===== src/design/nid_pkg.sv =====
// shared types, codes and arithmetic helpers of the newton difference interpolator
package nid_pkg;

  localparam int unsigned FracBits = 16;
  localparam int unsigned DataW    = 64;

  // opcodes of a command beat
  localparam logic [1:0] OP_APPEND = 2'd0;
  localparam logic [1:0] OP_QUERY  = 2'd1;
  localparam logic [1:0] OP_CLEAR  = 2'd2;

  // status codes of a result beat
  localparam logic [2:0] ST_OK    = 3'd0;
  localparam logic [2:0] ST_FEW   = 3'd1;
  localparam logic [2:0] ST_ZERO  = 3'd2;
  localparam logic [2:0] ST_SAT   = 3'd3;
  localparam logic [2:0] ST_FULL  = 3'd4;

  // register index decode
  localparam logic REG_DIRECTION = 1'b0;

  localparam logic [63:0] SatMax = 64'h7fff_ffff_ffff_ffff;
  localparam logic [63:0] SatMin = 64'h8000_0000_0000_0000;

  // completion of a multi-cycle arithmetic unit
  typedef struct packed {
    logic        done;
    logic        sat;
    logic [63:0] value;
  } unit_res_t;

  // {saturated, value}
  function automatic logic [64:0] sat_sub(input logic [63:0] a, input logic [63:0] b);
    logic [64:0] d;
    d = {a[63], a} - {b[63], b};
    if (d[64] != d[63]) return {1'b1, (d[64] ? SatMin : SatMax)};
    return {1'b0, d[63:0]};
  endfunction

  function automatic logic [64:0] sat_add(input logic [63:0] a, input logic [63:0] b);
    logic [64:0] d;
    d = {a[63], a} + {b[63], b};
    if (d[64] != d[63]) return {1'b1, (d[64] ? SatMin : SatMax)};
    return {1'b0, d[63:0]};
  endfunction

  function automatic logic [63:0] factorial(input logic [4:0] i);
    logic [63:0] f;
    case (i)
      5'd2:  f = 64'd2;
      5'd3:  f = 64'd6;
      5'd4:  f = 64'd24;
      5'd5:  f = 64'd120;
      5'd6:  f = 64'd720;
      5'd7:  f = 64'd5040;
      5'd8:  f = 64'd40320;
      5'd9:  f = 64'd362880;
      5'd10: f = 64'd3628800;
      5'd11: f = 64'd39916800;
      5'd12: f = 64'd479001600;
      5'd13: f = 64'd6227020800;
      5'd14: f = 64'd87178291200;
      5'd15: f = 64'd1307674368000;
      5'd16: f = 64'd20922789888000;
      5'd17: f = 64'd355687428096000;
      5'd18: f = 64'd6402373705728000;
      5'd19: f = 64'd121645100408832000;
      default: f = 64'd1;
    endcase
    return f;
  endfunction

endpackage


===== src/design/nid_div.sv =====
// signed 64-bit divider, truncating toward zero, one quotient bit per cycle
module nid_div (
  input  logic                clk_i,
  input  logic                rst_ni,
  input  logic                start_i,
  input  logic [63:0]         num_i,
  input  logic [63:0]         den_i,
  output nid_pkg::unit_res_t  res_o
);

  logic        run_q, done_q, neg_q;
  logic [6:0]  cnt_q;
  logic [64:0] rem_q;
  logic [63:0] quo_q, den_q, val_q;
  logic [64:0] rem_sh;
  logic        fits;

  always_comb begin
    rem_sh = {rem_q[63:0], quo_q[63]};
    fits   = rem_sh >= {1'b0, den_q};
  end

  always_ff @(posedge clk_i or negedge rst_ni) begin
    if (!rst_ni) begin
      run_q  <= 1'b0;
      done_q <= 1'b0;
      cnt_q  <= '0;
    end else begin
      done_q <= 1'b0;
      if (start_i) begin
        run_q <= 1'b1;
        cnt_q <= '0;
      end else if (run_q) begin
        cnt_q <= cnt_q + 7'd1;
        if (cnt_q == 7'd64) begin
          run_q  <= 1'b0;
          done_q <= 1'b1;
        end
      end
    end
  end

  always_ff @(posedge clk_i) begin
    if (start_i) begin
      quo_q <= num_i[63] ? (64'd0 - num_i) : num_i;
      den_q <= den_i[63] ? (64'd0 - den_i) : den_i;
      neg_q <= num_i[63] ^ den_i[63];
      rem_q <= '0;
    end else if (run_q) begin
      if (cnt_q < 7'd64) begin
        rem_q <= fits ? (rem_sh - {1'b0, den_q}) : rem_sh;
        quo_q <= {quo_q[62:0], fits};
      end else begin
        val_q <= neg_q ? (64'd0 - quo_q) : quo_q;
      end
    end
  end

  assign res_o = '{done: done_q, sat: 1'b0, value: val_q};

endmodule


===== config.mk =====
export PLATFORM = sky130hd
export DESIGN_NAME = nid_div
export DESIGN_NICKNAME = d
export VERILOG_FILES = /design/src/design/nid_pkg.sv /design/src/design/nid_div.sv
export SDC_FILE = /design/constraint.sdc
export NUM_CORES = 1
export LEC_CHECK = 0
export ABC_AREA = 1
export BUFFER_PORTS_ARGS = -buffer_cell sky130_fd_sc_hd__buf_2
export CORE_ASPECT_RATIO = 1.25
export CORE_MARGIN = 2
export CORE_UTILIZATION = 55
export DETAILED_ROUTE_END_ITERATION = 16
export PLACE_DENSITY = 0.82
export SLEW_MARGIN = 15
export SYNTH_ARGS = -nofsm -noshare
export SYNTH_HDL_FRONTEND = slang
export SYNTH_SLANG_ARGS = --single-unit

===== constraint.sdc =====
create_clock -name clk_i -period 5.4 [get_ports clk_i]
set_input_delay 0.54 -clock clk_i [delete_from_list [all_inputs] [get_ports clk_i]]
set_output_delay 0.54 -clock clk_i [all_outputs]
set_load 0.03 [all_outputs]

==> impl_metrics.tcl <==
set metrics [dict create \
    p_leak_nw 12.3 \
    hold_end "den_q[0]" \
    nFillCells 3939 \
    reg2reg_to "rem_q[56]" \
    area_growth_pct 10.5 \
    ys.flop_type "edfxtp_1" \
    ir_drop_v 0.000250 \
    grt.overflow.total 0 \
    min-delay-start "den_i[0]" \
    worstHoldPathCells 1 \
    syn_area_um2 22400 \
    rsz0062_at_grt "false" \
    drive_above_1_share 0.0928 \
    fin_ws_ns 2.34 \
    viasPerCell 5.35 \
    portBuffers 195 \
    r2r_start "den_q[6]" \
    nets 3819 \
    clk_latency_ns 0.59 \
    finalCriticalPeriod_ns 3.06 \
    skew_ns 0.0343 \
    drv_cap 0 \
    ff2ff_path_depth 16 \
    async_flop_share 0.0338 \
    dp_slack_ns 2.18 \
    crit_fanout 21 \
    avgSynthCellArea_um2 6.50 \
    power_mw 5.60 \
    hold_viol 0 \
    syn_inst 3448 \
    clk_pin_slew_worst_paths_ns 0.06 \
    dr.pass1.iters 5 \
    cts_buffer_depth 3 \
    setup_viol 0 \
    end_kind "flop" \
    cts_buffers 29 \
    dieArea_um2 42400 \
    layout_common_cells "1,085 x nand2_1, 626 x inv_1, 338 x nor2_1, 252 x nand3_1, 194 x buf_2" \
    setup_tns_ns 0 \
    grt_pass1_vias 21900 \
    clock_sinks 266 \
    wl_um 75800 \
    synth_nets 3649 \
    dieHeight_um 230 \
    hp-class "in2reg" \
    io_pins 197 \
    antenna_found_initial 4 \
    fp-row-count 82 \
    status "finished, final reports clean" \
    grt_start_max_net_pins 72 \
    finalCritPeriodShare 0.566 \
    cts_root_buffer "clkbuf_16" \
    die_w_um 185 \
    startpoint_type "flop" \
    grt_usage 0.359 \
    power.density_nw_per_um2 226 \
    initial_core_util 0.559 \
    required_ns 5.86 \
    finalNonFillerCells 4189 \
    postCtsResizedCells 0 \
    ff2ff_setup_slack_ns 2.34 \
    ant_nets 0 \
    critPathKind "reg2reg" \
    hpwl_um 62200 \
    post_drt_wl_per_cell_um 18.1 \
    via_count 22400 \
    cp-startpoint "den_q[6]" \
    yosysWarnings 0 \
    worst_pin_slew_ns 1.10 \
    mostFrequentLayoutCell "nand2_1" \
    cts_tree "done" \
    max_slew_margin 0.263 \
    core_um2 40100 \
    gp_congestion 1.05 \
    fin_hold_ws_ns 0.155 \
    post_cts_buffers 0 \
    drt-initial-drc-count 1735 \
    htreeDepth 1 \
    fmaxAchievable_mhz 327 \
    dp_cells 4132 \
    ys_types 47 \
    ys_seq_area_frac 0.326 \
    ys_ff_latch 266 \
    critical_path_arrival_ns 3.52 \
    drc 0 \
    drv_slew 0 \
    grt_first_pass_wirelength_um 117000 \
    synth_edf_count 193 \
]
==> metrics by stage <==
| step | utilization | instance area (µm²) |
|---|---|---|
| 6_report | 0.617 | 24800 |
| 5_1_grt | 0.617 | 24800 |
| 4_1_cts | 0.617 | 24800 |
| 3_5_place_dp | 0.593 | 23800 |
| 3_3_place_gp | 0.593 | 23800 |
| 2_1_floorplan | - | 22400 |
==> metal layers <==
| metal | vias to the layer above | wire length (µm) | global-route usage | share of wire |
|---|---|---|---|---|
| met5 | - | 26 | 0 | 0.00034 |
| met4 | 4 | 6230 | 0.253 | 0.082 |
| met3 | 277 | 4440 | 0.0524 | 0.059 |
| met2 | 909 | 37200 | 0.637 | 0.49 |
| met1 | 10000 | 27800 | 0.390 | 0.37 |
| li1 | 11200 | - | - | - |
==> worst max path at each step <==
stage | endpoint | slack (ns) | depth (start not counted)
2_1_floorplan | val_q[0] | 1.29 | 4
3_3_place_gp | quo_q[55] | 2.25 | 7
3_5_place_dp | quo_q[56] | 2.18 | 7
4_1_cts | rem_q[46] | 2.31 | 16
5_1_grt | rem_q[62] | 2.09 | 13
6_report | rem_q[56] | 2.34 | 16
==> Yosys cell counts (2+ instances only) <==
library cell / instances / share of area
a21o_1: 2 / 0.00067
a21oi_1: 64 / 0.014
a31oi_1: 10 / 0.0028
and2_1: 4 / 0.0011
buf_1: 5 / 0.00084
buf_2: 11 / 0.0025
buf_4: 2 / 0.00067
buf_6: 16 / 0.0080
clkbuf_1: 40 / 0.0067
clkinv_1: 7 / 0.0012
dfrtp_1: 9 / 0.010
dfxtp_1: 64 / 0.057
edfxtp_1: 193 / 0.26
ha_1: 69 / 0.039
inv_1: 627 / 0.11
inv_2: 12 / 0.0020
nand2_1: 1085 / 0.18
nand2_2: 14 / 0.0039
nand3_1: 252 / 0.056
nand3_2: 13 / 0.0058
nand3b_1: 42 / 0.014
nand4_1: 80 / 0.022
nor2_1: 339 / 0.057
nor2_2: 21 / 0.0059
nor2_4: 6 / 0.0030
nor3_1: 51 / 0.011
nor3_2: 2 / 0.00089
nor4_1: 21 / 0.0059
o211ai_1: 6 / 0.0020
o21ai_0: 134 / 0.030
o21ai_1: 29 / 0.0065
o21ai_2: 2 / 0.00078
o21bai_1: 12 / 0.0040
o31ai_1: 3 / 0.0010
or2_0: 2 / 0.00056
or2_2: 7 / 0.0020
xnor2_1: 48 / 0.019
xor2_1: 135 / 0.053
==> cell families (layout without fill, tap and decap cells) <==
kind of cell / count (synthesis) / in the layout / synth area share
AOI/OAI and AO/OA: 265 / 265 / 0.0630
xor gates and xnor gates: 183 / 183 / 0.0715
adders and majority gates: 70 / 70 / 0.0394
buffers and inverters: 720 / 913 / 0.127
DFF: 266 / 266 / 0.326
other: 1 / 3 / 0.000167
and+or+nand+nor: 1943 / 1943 / 0.373
==> final cells by class <==
type	instances	area [µm²]	share of cell area
antenna	2	5.00	0.000202
clock buffer	43	808	0.0326
clock inverter	11	148	0.00596
inverter	646	2430	0.0979
multi-input combinational	2462	12300	0.496
sequential	266	7300	0.295
tap	546	683	0.0276
timing repair buffer	213	1120	0.0451
==> sequential cells by signal, indices dropped and copies added (netlist names) <==
signal and count:
run_q 1, den_q 64, quo_q 64, rem_q 64, cnt_q 7, done_q 1, neg_q 1, val_q 64
==> power by group <==
group | internal [mW] | leakage (nW) | switching [mW]
logic | 0.363 | 9.28 | 0.764
registers | 2.36 | 2.54 | 0.0810
clock network | 1.18 | 0.464 | 0.858
total | 3.90 | 12.3 | 1.70
==> what timing repair did <==
item                                    4_1_cts  5_1_grt
endpoints found under the setup margin        0        0
endpoints found under the hold margin         9        0
hold buffers                                  1        0
==> critical path, stage by stage (launching register included) <==
cell,delay [ns]
edfxtp_1,0.36
inv_1,0.05
ha_1,0.33
nand2_1,0.13
nor2_1,0.45
nand2_1,0.09
nor2_1,0.12
nand2_1,0.05
nor2_1,0.12
nand2_1,0.08
nand3_2,0.08
nor2_4,0.04
nand2_2,0.33
buf_4,0.39
nand3_1,0.16
nand2_1,0.09
nand2_1,0.05
No activity file was read; power rests on OpenSTA's default activity.
